## src/rtl/hid_key_rollover_tap_top_assert.svh

```systemverilog
// ----------------------------------------------------------------------------
// hid key rollover tap assertion macros
// concurrent checks clocked on clk and disabled while rst_n is low
// ----------------------------------------------------------------------------
`ifndef HID_KEY_ROLLOVER_TAP_TOP_ASSERT_SVH
`define HID_KEY_ROLLOVER_TAP_TOP_ASSERT_SVH

// consequent must hold in the same cycle as the antecedent
`define HKR_ASSERT_SAME(lbl, ante, cons, msg) \
  lbl: assert property (@(posedge clk) disable iff (!rst_n) (ante) |-> (cons)) \
    else $error(msg);

// consequent must hold in the cycle after the antecedent
`define HKR_ASSERT_NEXT(lbl, ante, cons, msg) \
  lbl: assert property (@(posedge clk) disable iff (!rst_n) (ante) |=> (cons)) \
    else $error(msg);

`endif

```

## src/rtl/hkr_pkg.sv

```systemverilog
`timescale 1ns / 1ps
// ----------------------------------------------------------------------------
// hkr_pkg
// shared constants, codes and types of the key rollover tap block
// ----------------------------------------------------------------------------
package hkr_pkg;

  localparam int LIST_DEPTH  = 16;
  localparam int REPORT_KEYS = 6;
  localparam int IDX_W       = $clog2(LIST_DEPTH);
  localparam int CNT_W       = $clog2(LIST_DEPTH + 1);
  localparam int KEY_W       = 8;
  localparam int TIME_W      = 32;
  localparam int COUNT_W     = 5;
  localparam int DELAY_W     = 8;
  localparam int CFG_ADDR_W  = 3;

  localparam logic [DELAY_W-1:0] DELAY_RESET = 8'd5;

  // register index
  localparam logic REG_TAP_DELAY = 1'b0;

  // action codes
  localparam logic [2:0] ACT_PRESS   = 3'd0;
  localparam logic [2:0] ACT_RELEASE = 3'd1;
  localparam logic [2:0] ACT_REPORT  = 3'd2;
  localparam logic [2:0] ACT_TAP     = 3'd3;
  localparam logic [2:0] ACT_POLL    = 3'd4;

  // tap phases
  localparam logic [1:0] PHASE_IDLE    = 2'd0;
  localparam logic [1:0] PHASE_PRESS   = 2'd1;
  localparam logic [1:0] PHASE_RELEASE = 2'd2;
  localparam logic [1:0] PHASE_SPARE   = 2'd3;

  typedef logic [REPORT_KEYS-1:0][KEY_W-1:0] slots_t;

  typedef struct packed {
    logic [2:0]        action;
    logic [KEY_W-1:0]  keycode;
    logic [TIME_W-1:0] now_ms;
    logic              host_ready;
    logic              host_accepts;
  } in_item_t;

  typedef struct packed {
    slots_t             slots;
    logic               was_sent;
    logic [COUNT_W-1:0] held_count;
    logic [1:0]         tap_phase;
    logic               last;
  } result_t;

  typedef struct packed {
    logic             scan;
    logic             add;
    logic             rem;
    logic [KEY_W-1:0] key;
  } list_cmd_t;

  typedef struct packed {
    logic done;
  } list_stat_t;

endpackage

```

## src/rtl/hkr_list.sv

```systemverilog
`timescale 1ns / 1ps
// ----------------------------------------------------------------------------
// hkr_list
// held key list with a shared keycode comparator stepped one entry a cycle
// ----------------------------------------------------------------------------
module hkr_list (
  input  logic                     clk,
  input  logic                     rst_n,
  input  hkr_pkg::list_cmd_t       cmd,
  output hkr_pkg::list_stat_t      stat,
  output hkr_pkg::slots_t          slots,
  output logic [hkr_pkg::CNT_W-1:0] total
);
  import hkr_pkg::*;

  logic [KEY_W-1:0] list_r   [LIST_DEPTH];
  logic [KEY_W-1:0] list_nxt [LIST_DEPTH];
  logic [CNT_W-1:0] total_r, total_nxt;
  logic [CNT_W-1:0] idx_r, idx_nxt;
  logic             found_r, found_nxt;
  logic             at_end;
  logic             hit;

  // the one comparator, walked over the list by idx_r
  assign at_end = (idx_r >= total_r);
  assign hit    = !at_end && (list_r[idx_r[IDX_W-1:0]] == cmd.key);

  assign stat.done  = cmd.scan && (hit || at_end);
  assign total      = total_r;

  always_comb begin
    idx_nxt   = idx_r;
    found_nxt = found_r;
    total_nxt = total_r;
    for (int j = 0; j < LIST_DEPTH; j++) begin
      list_nxt[j] = list_r[j];
    end

    if (!cmd.scan) begin
      idx_nxt = '0;
    end else begin
      found_nxt = hit;
      if (!(hit || at_end)) begin
        idx_nxt = idx_r + CNT_W'(1);
      end
    end

    // idx_r still points at the match during the edit cycle
    if (cmd.add && !found_r && (total_r < CNT_W'(LIST_DEPTH))) begin
      for (int j = 0; j < LIST_DEPTH; j++) begin
        if (CNT_W'(j) == total_r) begin
          list_nxt[j] = cmd.key;
        end
      end
      total_nxt = total_r + CNT_W'(1);
    end else if (cmd.rem && found_r) begin
      for (int j = 0; j < LIST_DEPTH; j++) begin
        if (CNT_W'(j) >= idx_r) begin
          if (j < LIST_DEPTH - 1) begin
            list_nxt[j] = list_r[j+1];
          end else begin
            list_nxt[j] = '0;
          end
        end
      end
      total_nxt = total_r - CNT_W'(1);
    end
  end

  always_comb begin
    for (int i = 0; i < REPORT_KEYS; i++) begin
      slots[i] = (CNT_W'(i) < total_r) ? list_r[i] : '0;
    end
  end

  always_ff @(posedge clk) begin
    if (!rst_n) begin
      total_r <= '0;
      idx_r   <= '0;
      found_r <= 1'b0;
    end else begin
      total_r <= total_nxt;
      idx_r   <= idx_nxt;
      found_r <= found_nxt;
    end
  end

  always_ff @(posedge clk) begin
    for (int j = 0; j < LIST_DEPTH; j++) begin
      list_r[j] <= list_nxt[j];
    end
  end

endmodule

```

## src/rtl/hkr_seq.sv

```systemverilog
`timescale 1ns / 1ps
// ----------------------------------------------------------------------------
// hkr_seq
// sequencer: decodes an action, drives list scans and edits, runs the tap
// phase machine and stages report attempts so the final one carries last
// ----------------------------------------------------------------------------
module hkr_seq (
  input  logic                        clk,
  input  logic                        rst_n,
  input  logic                        in_valid,
  output logic                        in_ready,
  input  hkr_pkg::in_item_t           in_item,
  input  logic [hkr_pkg::DELAY_W-1:0] tap_delay,
  output hkr_pkg::list_cmd_t          cmd,
  input  hkr_pkg::list_stat_t         stat,
  input  hkr_pkg::slots_t             slots,
  input  logic [hkr_pkg::CNT_W-1:0]   total,
  input  logic                        out_free,
  output logic                        push,
  output hkr_pkg::result_t            push_data
);
  import hkr_pkg::*;

  typedef enum logic [7:0] {
    S_IDLE   = 8'b0000_0001,
    S_SCAN   = 8'b0000_0010,
    S_EDIT   = 8'b0000_0100,
    S_SEND1  = 8'b0000_1000,
    S_STEP   = 8'b0001_0000,
    S_SEND2  = 8'b0010_0000,
    S_TAPSET = 8'b0100_0000,
    S_FIN    = 8'b1000_0000
  } state_t;

  // where to go once a list edit is done
  typedef enum logic [1:0] {
    RET_FIN   = 2'd0,
    RET_TASK  = 2'd1,
    RET_SEND2 = 2'd2
  } ret_t;

  state_t            state_r, state_nxt;
  ret_t              ret_r, ret_nxt;
  logic [KEY_W-1:0]  key_r, key_nxt;
  logic [TIME_W-1:0] now_r, now_nxt;
  logic              ready_r, ready_nxt;
  logic              acc_r, acc_nxt;
  logic [KEY_W-1:0]  scan_key_r, scan_key_nxt;
  logic              add_r, add_nxt;
  logic              tap_pre_r, tap_pre_nxt;
  logic              pending_r, pending_nxt;
  logic [1:0]        mode_r, mode_nxt;
  logic [KEY_W-1:0]  tap_key_r, tap_key_nxt;
  logic [TIME_W-1:0] deadline_r, deadline_nxt;
  logic              pend_v_r, pend_v_nxt;
  result_t           pend_r, pend_nxt;
  result_t           attempt;
  logic [TIME_W-1:0] diff;
  logic              due;
  logic              send_try;

  assign in_ready = (state_r == S_IDLE);
  assign diff     = now_r - deadline_r;
  assign due      = !diff[TIME_W-1];
  assign send_try = pending_r && ready_r;

  always_comb begin
    attempt.slots      = slots;
    attempt.was_sent   = acc_r;
    attempt.held_count = COUNT_W'(total);
    attempt.tap_phase  = mode_r;
    attempt.last       = 1'b0;
  end

  always_comb begin
    state_nxt    = state_r;
    ret_nxt      = ret_r;
    key_nxt      = key_r;
    now_nxt      = now_r;
    ready_nxt    = ready_r;
    acc_nxt      = acc_r;
    scan_key_nxt = scan_key_r;
    add_nxt      = add_r;
    tap_pre_nxt  = tap_pre_r;
    pending_nxt  = pending_r;
    mode_nxt     = mode_r;
    tap_key_nxt  = tap_key_r;
    deadline_nxt = deadline_r;
    pend_v_nxt   = pend_v_r;
    pend_nxt     = pend_r;
    push         = 1'b0;
    push_data    = pend_r;
    cmd.scan     = 1'b0;
    cmd.add      = 1'b0;
    cmd.rem      = 1'b0;
    cmd.key      = scan_key_r;

    case (state_r)
      S_IDLE: begin
        if (in_valid) begin
          key_nxt     = in_item.keycode;
          now_nxt     = in_item.now_ms;
          ready_nxt   = in_item.host_ready;
          acc_nxt     = in_item.host_accepts;
          tap_pre_nxt = 1'b0;
          case (in_item.action)
            ACT_PRESS: begin
              scan_key_nxt = in_item.keycode;
              add_nxt      = 1'b1;
              ret_nxt      = RET_FIN;
              state_nxt    = S_SCAN;
            end
            ACT_RELEASE: begin
              scan_key_nxt = in_item.keycode;
              add_nxt      = 1'b0;
              ret_nxt      = RET_FIN;
              state_nxt    = S_SCAN;
            end
            ACT_REPORT: begin
              pending_nxt = 1'b1;
              state_nxt   = S_SEND1;
            end
            ACT_TAP: begin
              if (mode_r != PHASE_IDLE) begin
                // force release of the tap still in flight
                scan_key_nxt = tap_key_r;
                add_nxt      = 1'b0;
                ret_nxt      = RET_TASK;
                tap_pre_nxt  = 1'b1;
                pending_nxt  = 1'b1;
                mode_nxt     = PHASE_IDLE;
                tap_key_nxt  = '0;
                state_nxt    = S_SCAN;
              end else begin
                state_nxt = S_TAPSET;
              end
            end
            ACT_POLL: begin
              state_nxt = S_SEND1;
            end
            default: begin
              state_nxt = S_FIN;
            end
          endcase
        end
      end

      S_SCAN: begin
        cmd.scan = 1'b1;
        if (stat.done) begin
          state_nxt = S_EDIT;
        end
      end

      S_EDIT: begin
        cmd.add = add_r;
        cmd.rem = !add_r;
        case (ret_r)
          RET_FIN:   state_nxt = S_FIN;
          RET_TASK:  state_nxt = S_SEND1;
          RET_SEND2: state_nxt = S_SEND2;
          default:   state_nxt = S_FIN;
        endcase
      end

      S_SEND1, S_SEND2: begin
        if (!(send_try && pend_v_r && !out_free)) begin
          if (send_try) begin
            // older staged attempt goes out, this one waits to learn if it is last
            push       = pend_v_r;
            pend_nxt   = attempt;
            pend_v_nxt = 1'b1;
            if (acc_r) begin
              pending_nxt = 1'b0;
            end
          end
          if (state_r == S_SEND1) begin
            state_nxt = S_STEP;
          end else if (tap_pre_r) begin
            tap_pre_nxt = 1'b0;
            state_nxt   = S_TAPSET;
          end else begin
            state_nxt = S_FIN;
          end
        end
      end

      S_STEP: begin
        state_nxt = S_SEND2;
        case (mode_r)
          PHASE_PRESS: begin
            if (!pending_r && due) begin
              scan_key_nxt = tap_key_r;
              add_nxt      = 1'b0;
              ret_nxt      = RET_SEND2;
              pending_nxt  = 1'b1;
              mode_nxt     = PHASE_RELEASE;
              state_nxt    = S_SCAN;
            end
          end
          PHASE_RELEASE: begin
            if (!pending_r) begin
              mode_nxt    = PHASE_IDLE;
              tap_key_nxt = '0;
            end
          end
          default: begin
          end
        endcase
      end

      S_TAPSET: begin
        tap_key_nxt  = key_r;
        deadline_nxt = now_r + TIME_W'(tap_delay);
        mode_nxt     = PHASE_PRESS;
        pending_nxt  = 1'b1;
        scan_key_nxt = key_r;
        add_nxt      = 1'b1;
        ret_nxt      = RET_TASK;
        state_nxt    = S_SCAN;
      end

      S_FIN: begin
        if (!pend_v_r) begin
          state_nxt = S_IDLE;
        end else if (out_free) begin
          push           = 1'b1;
          push_data.last = 1'b1;
          pend_v_nxt     = 1'b0;
          state_nxt      = S_IDLE;
        end
      end

      default: begin
        state_nxt = S_IDLE;
      end
    endcase
  end

  always_ff @(posedge clk) begin
    if (!rst_n) begin
      state_r    <= S_IDLE;
      ret_r      <= RET_FIN;
      tap_pre_r  <= 1'b0;
      pending_r  <= 1'b0;
      mode_r     <= PHASE_IDLE;
      tap_key_r  <= '0;
      deadline_r <= '0;
      pend_v_r   <= 1'b0;
    end else begin
      state_r    <= state_nxt;
      ret_r      <= ret_nxt;
      tap_pre_r  <= tap_pre_nxt;
      pending_r  <= pending_nxt;
      mode_r     <= mode_nxt;
      tap_key_r  <= tap_key_nxt;
      deadline_r <= deadline_nxt;
      pend_v_r   <= pend_v_nxt;
    end
  end

  always_ff @(posedge clk) begin
    key_r      <= key_nxt;
    now_r      <= now_nxt;
    ready_r    <= ready_nxt;
    acc_r      <= acc_nxt;
    scan_key_r <= scan_key_nxt;
    add_r      <= add_nxt;
    pend_r     <= pend_nxt;
  end

endmodule

```

## src/rtl/hid_key_rollover_tap_top.sv

```systemverilog
`timescale 1ns / 1ps
// A press or release scans and edits the held list before the block is ready again;
// a report or poll sends, steps the tap machine and, when the timed release runs,
// adds a list edit; a tap adds list edits of its own, more for a tap over a tap in
// flight; output stalls hold the block longer.
// The block is not ready while it works, so it takes a new item only once the last is done.
// Synchronous active-low reset empties the list, idles the tap machine, loads 5 ms.
// ----------------------------------------------------------------------------
// hid_key_rollover_tap_top
// six-key rollover report builder with a timed encoder tap release
// ----------------------------------------------------------------------------
`include "hid_key_rollover_tap_top_assert.svh"

module hid_key_rollover_tap_top (
  input  logic        clk,
  input  logic        rst_n,
  input  logic        in_tvalid,
  output logic        in_tready,
  // keycode[7:0], now_ms[39:8], host_ready[40], host_accepts[41], zero[47:42]
  input  logic [47:0] in_tdata,
  // action[2:0]
  input  logic [2:0]  in_tuser,
  output logic        out_tvalid,
  input  logic        out_tready,
  // slot0[7:0] .. slot5[47:40], was_sent[48], held_count[53:49], tap_phase[55:54]
  output logic [55:0] out_tdata,
  output logic        out_tlast,
  input  logic        cfg_psel,
  input  logic        cfg_penable,
  input  logic        cfg_pwrite,
  input  logic [hkr_pkg::CFG_ADDR_W-1:0] cfg_paddr,
  input  logic [31:0] cfg_pwdata,
  output logic [31:0] cfg_prdata,
  output logic        cfg_pready
);
  import hkr_pkg::*;

  in_item_t           item;
  list_cmd_t          cmd;
  list_stat_t         stat;
  slots_t             slots;
  logic [CNT_W-1:0]   total;
  logic               push;
  result_t            push_data;
  logic               out_free;
  logic               out_v_r;
  result_t            out_r;
  logic [DELAY_W-1:0] delay_r;
  logic               cfg_sel_delay;

  assign item.action       = in_tuser;
  assign item.keycode      = in_tdata[7:0];
  assign item.now_ms       = in_tdata[39:8];
  assign item.host_ready   = in_tdata[40];
  assign item.host_accepts = in_tdata[41];

  // configuration register
  assign cfg_pready    = 1'b1;
  assign cfg_sel_delay = (cfg_paddr[2] == REG_TAP_DELAY);
  assign cfg_prdata    = cfg_sel_delay ? {{(32-DELAY_W){1'b0}}, delay_r} : 32'd0;

  always_ff @(posedge clk) begin
    if (!rst_n) begin
      delay_r <= DELAY_RESET;
    end else if (cfg_psel && cfg_penable && cfg_pwrite && cfg_pready && cfg_sel_delay) begin
      delay_r <= cfg_pwdata[DELAY_W-1:0];
    end
  end

  hkr_list u_list (
    .clk   (clk),
    .rst_n (rst_n),
    .cmd   (cmd),
    .stat  (stat),
    .slots (slots),
    .total (total)
  );

  hkr_seq u_seq (
    .clk       (clk),
    .rst_n     (rst_n),
    .in_valid  (in_tvalid),
    .in_ready  (in_tready),
    .in_item   (item),
    .tap_delay (delay_r),
    .cmd       (cmd),
    .stat      (stat),
    .slots     (slots),
    .total     (total),
    .out_free  (out_free),
    .push      (push),
    .push_data (push_data)
  );

  // output register
  assign out_free = !out_v_r || out_tready;

  always_ff @(posedge clk) begin
    if (!rst_n) begin
      out_v_r <= 1'b0;
    end else if (push) begin
      out_v_r <= 1'b1;
    end else if (out_tready) begin
      out_v_r <= 1'b0;
    end
  end

  always_ff @(posedge clk) begin
    if (push) begin
      out_r <= push_data;
    end
  end

  assign out_tvalid = out_v_r;
  assign out_tdata  = {out_r.tap_phase, out_r.held_count, out_r.was_sent, out_r.slots};
  assign out_tlast  = out_r.last;

  `HKR_ASSERT_NEXT(a_busy_after_take, in_tvalid && in_tready, !in_tready, "ready after transfer")
  `HKR_ASSERT_SAME(a_push_room, push && out_v_r, out_tready, "result pushed over a held one")
  `HKR_ASSERT_SAME(a_phase_legal, out_v_r, out_r.tap_phase != PHASE_SPARE, "unused tap phase")

endmodule

```

## config.mk

```make
export PLATFORM = sky130hd
export DESIGN_NAME = hid_key_rollover_tap_top
export DESIGN_NICKNAME = d
export VERILOG_FILES = /design/src/rtl/hkr_pkg.sv /design/src/rtl/hkr_list.sv /design/src/rtl/hkr_seq.sv /design/src/rtl/hid_key_rollover_tap_top.sv
export VERILOG_INCLUDE_DIRS = /design/src /design/src/rtl
export SDC_FILE = /design/constraint.sdc
export NUM_CORES = 1
export LEC_CHECK = 0
export ABC_AREA = 0
export BUFFER_PORTS_ARGS = -buffer_cell sky130_fd_sc_hd__buf_2
export CORE_MARGIN = 5
export CORE_UTILIZATION = 30
export CTS_CLUSTER_DIAMETER = 200
export CTS_CLUSTER_SIZE = 25
export DETAILED_ROUTE_END_ITERATION = 7
export PLACE_DENSITY = 0.47
export SYNTH_ARGS = -nofsm -noshare
export SYNTH_HDL_FRONTEND = slang
export SYNTH_SLANG_ARGS = --single-unit
```

## constraint.sdc

```tcl
create_clock -name clk -period 6 [get_ports clk]
set_input_delay 0.3 -clock clk [delete_from_list [all_inputs] [get_ports clk]]
set_output_delay 0.3 -clock clk [all_outputs]
set_load 0.01 [all_outputs]
```

==> flow_summary_export.csv <==
group,metric,value,unit
logic_synthesis,synth_top_area_cell,"edfxtp_1",
sta,clock.fmax,266.9,MHz
setup_path,rrSetupSlack,2250,ps
setup_path,critPathKind,"reg -> reg",
layout,final_cell_area,0.01954,mm^2
clocking,cts_tree,"done",
logic_synthesis,ys_types,67,
layout,layout.cells.non_filler,2254,
die,io_pins,185,
die,dieHeight,248.8,um
placement,io_buffers,127,
logic_synthesis,synth_top_area_share,51.24,%
clocking,clockBufferDepth,3,
logic_synthesis,yosys.area_share.xor_xnor,2.713,%
setup_path,crit_fanout,17,
sta,fin_crit_sh,62.44,%
status,outcome,"completed",
die,die_w,248.8,um
global_route,grt_max_degree,108,
clocking,htreeDepth,1,
detailed_routing,wl_per_cell,17.21,um
power_and_ir_drop,p_leak,7.140,nW
power_and_ir_drop,irDropWorstVdd,0.1679,mV
global_route,antenna_found_initial,2,
logic_synthesis,synthAdderAreaFrac,4.065,%
detailed_routing,wl,38790,um
layout,drive_above_1_share,14.57,%
placement,place.gp.congestion,0.7873,
die,core,0.05650,mm^2
logic_synthesis,yosysSeqAreaShare,60.48,%
setup_path,cp-startpoint,"u_seq.state_r[7]",
setup_path,reg2reg_to,"u_list.list_r[3][2]",
sta,finalClockSkew,18.82,ps
detailed_routing,drt-initial-drc-count,642,
sta,hold_viol,0,
setup_path,start_kind,"flop",
clocking,cts-root-buf,"clkbuf_16",
detailed_routing,drtAntennaViolNets,0,
logic_synthesis,synthMuxAreaShare,5.740,%
logic_synthesis,yosys.area_share.simple,9.893,%
clocking,cts_num_sinks,371,
logic_synthesis,postSynthAreaPerCell,12.74,um^2
placement,dp_hpwl,26980,um
logic_synthesis,syn_inst,1343,
logic_synthesis,synth_edf_count,292,
setup_path,cp-end-kind,"flop",
setup_path,crit_end,"u_list.list_r[3][2]",
logic_synthesis,synth_warnings,0,
sta,period_needed,3746,ps
logic_synthesis,ys_async_sr_fraction,0,%
setup_path,rr_startpoint,"u_seq.state_r[7]",
layout,nNetsFinal,1632,
sta,max_slew.worst_pin.slew,1157,ps
setup_path,crit_chain,"nor4_2 > and4b_1 > and2_1 > o21bai_1 > nor2_1",
logic_synthesis,synth_compound_area_share,12.86,%
placement,dp.cells,2170,
layout,final_core_util,34.58,%
detailed_routing,num_vias,10581,
setup_path,required,6160,ps
logic_synthesis,synth_top_family_by_area,"compound AO/OA/AOI/OAI gates",
min_path,hold_path.class,"in -> reg",
die,start_util,30.29,%
logic_synthesis,netlist_area,0.01711,mm^2
detailed_routing,firstDrtPassIters,5,
sta,setup_viol,0,
logic_synthesis,yosys-top-cells-area,"edfxtp_1 (51%), dfxtp_1 (9.2%), a21o_1 (5.6%)",
clocking,cts_buffers,18,
detailed_routing,vias_per_cell,4.694,
placement,dpl_cell_area,0.01848,mm^2
run,drv_cap,0,
global_route,grt_pass1_wl,62110,um
clocking,insertion_delay,540,ps
setup_path,slowest_delay,850,ps
detailed_routing,drcViolationCount,0,
setup_path,arrival,3900,ps
logic_synthesis,ys_ff_latch,371,
die,die_area,0.06192,mm^2
clocking,clk_pin_slew,110,ps
sta,final_max_slew_viol_count,0,
layout,area_growth,14.16,%
global_route,grt.total_usage,12.21,%
power_and_ir_drop,power_density,261.0,mW/mm^2
sta,slew_headroom,22.90,%
global_route,grt_remaining_overflow,0,
setup_path,r2r_cells,5,
global_route,first_global_vias,10626,
setup_path,slowest_stage,"nor2_1",
logic_synthesis,ys.flop_type,"edfxtp_1",
sta,rsz0062_at_grt,"false",
die,fp-row-count,87,
sta,fin_tns_setup,0,ps
## critical path: cells and delay by family, from the launching register on
family,cells,cell delay (ps)
simple gates,4,2630
flops,1,400
compound gates,1,330
## layout by cell type (no fill, tap or decap), drive strengths merged, types with 5 or more instances in the layout
cell and count:
a211oi 15, a21o 127, a21oi 81, a22oi 11, a31oi 5, and2 30
and3 19, and4 7, buf 149, clkbuf 31, conb 25, dfxtp 79
dlygate4sd3 50, edfxtp 292, ha 54, inv 55, mux2i 16, mux4 34
nand2 91, nand2b 5, nand3 14, nand3b 5, nand4 12, nor2 57
nor2b 39, nor3 20, nor4 6, o211ai 11, o21ai 46, or2 6
xnor2 25, xor2 28
## cells by family after synthesis
| family | Yosys count |
|---|---|
| compound gates | 329 |
| other cells | 2 |
| buf+inv | 156 |
| simple gates | 326 |
| mux | 51 |
| xor+xnor | 53 |
| fa+ha+maj | 55 |
| flops | 371 |
## final cells by class
cell class | instances | area [um^2]
inverter | 55 | 206.4
clock inverter | 1 | 30.03
multi-input combinational | 839 | 6177
fill | 5569 | 36960
antenna | 2 | 5.005
timing repair buffer | 199 | 1301
clock buffer | 31 | 520.5
sequential | 371 | 10350
tap | 756 | 945.9
## routing by layer
| metal | vias up | wire length (um) | track usage, % |
|---|---|---|---|
| met4 | 0 | 663 | 2.444 |
| li1 | 5197 | - | - |
| met3 | 33 | 1297 | 1.556 |
| met5 | - | 0 | 0 |
| met2 | 191 | 18020 | 19.99 |
| met1 | 5160 | 18820 | 17.55 |
## worst min path at each step
stage | cells past startpoint | end | from
floorplan | 0 | u_seq.acc_r | in_tdata[41]
global placement | 0 | out_tdata[29] | u_seq.push_data[38]
detailed placement | 0 | out_tdata[29] | u_seq.push_data[38]
CTS | 2 | u_seq.state_r[0] | in_tvalid
global route | 2 | u_seq.state_r[0] | in_tvalid
finish | 2 | u_seq.state_r[0] | in_tvalid
## cell usage after synthesis, types with 7 or more instances
library cell	n
edfxtp_1	292
a21o_1	127
nand2_1	91
a21oi_1	81
dfxtp_1	79
clkbuf_1	58
nor2_1	57
ha_1	54
inv_1	54
o21ai_0	43
nor2b_1	39
and2_1	30
xor2_1	28
buf_4	25
xnor2_1	25
mux4_2	22
nor3_1	20
and3_1	19
mux2i_1	16
a211oi_1	14
nand3_1	14
mux4_1	12
nand4_1	12
a22oi_1	11
o211ai_1	11
buf_2	8
and4_1	7
## power breakdown
| part | switching, mW | leakage (nW) | internal [mW] | total [mW] |
|---|---|---|---|---|
| clock network | 0.804 | 0.262 | 0.645 | 1.45 |
| logic | 0.387 | 3.62 | 0.252 | 0.639 |
| registers | 0.108 | 3.26 | 2.90 | 3.01 |
## state kept, by name, indices dropped and copies added (netlist names), 8 cells and up, named ones only
name	flops
u_seq.scan_key_r	8
delay_r	8
u_seq.tap_key_r	8
u_seq.state_r	8
u_seq.key_r	8
u_seq.deadline_r	32
out_tdata	56
u_seq.push_data	56
u_seq.now_r	32
u_list.list_r	128
## metrics by stage
step	total power, mW	hold WS [ps]	worst slack (ps)
after floorplan	3.490	398.9	530.3
after global placement	3.689	408.3	2251
after detailed placement	3.695	404.5	2223
after CTS	5.185	22.44	2194
after global routing	5.370	37.00	1937
final	5.099	49.94	2254
## repair_timing
item	4_1_cts	5_1_grt
endpoints found under the hold margin	50	0
setup buffers	0	0
resized for setup	0	0
hold buffers	50	0
Note: power is estimated with default switching activity, not from simulation.
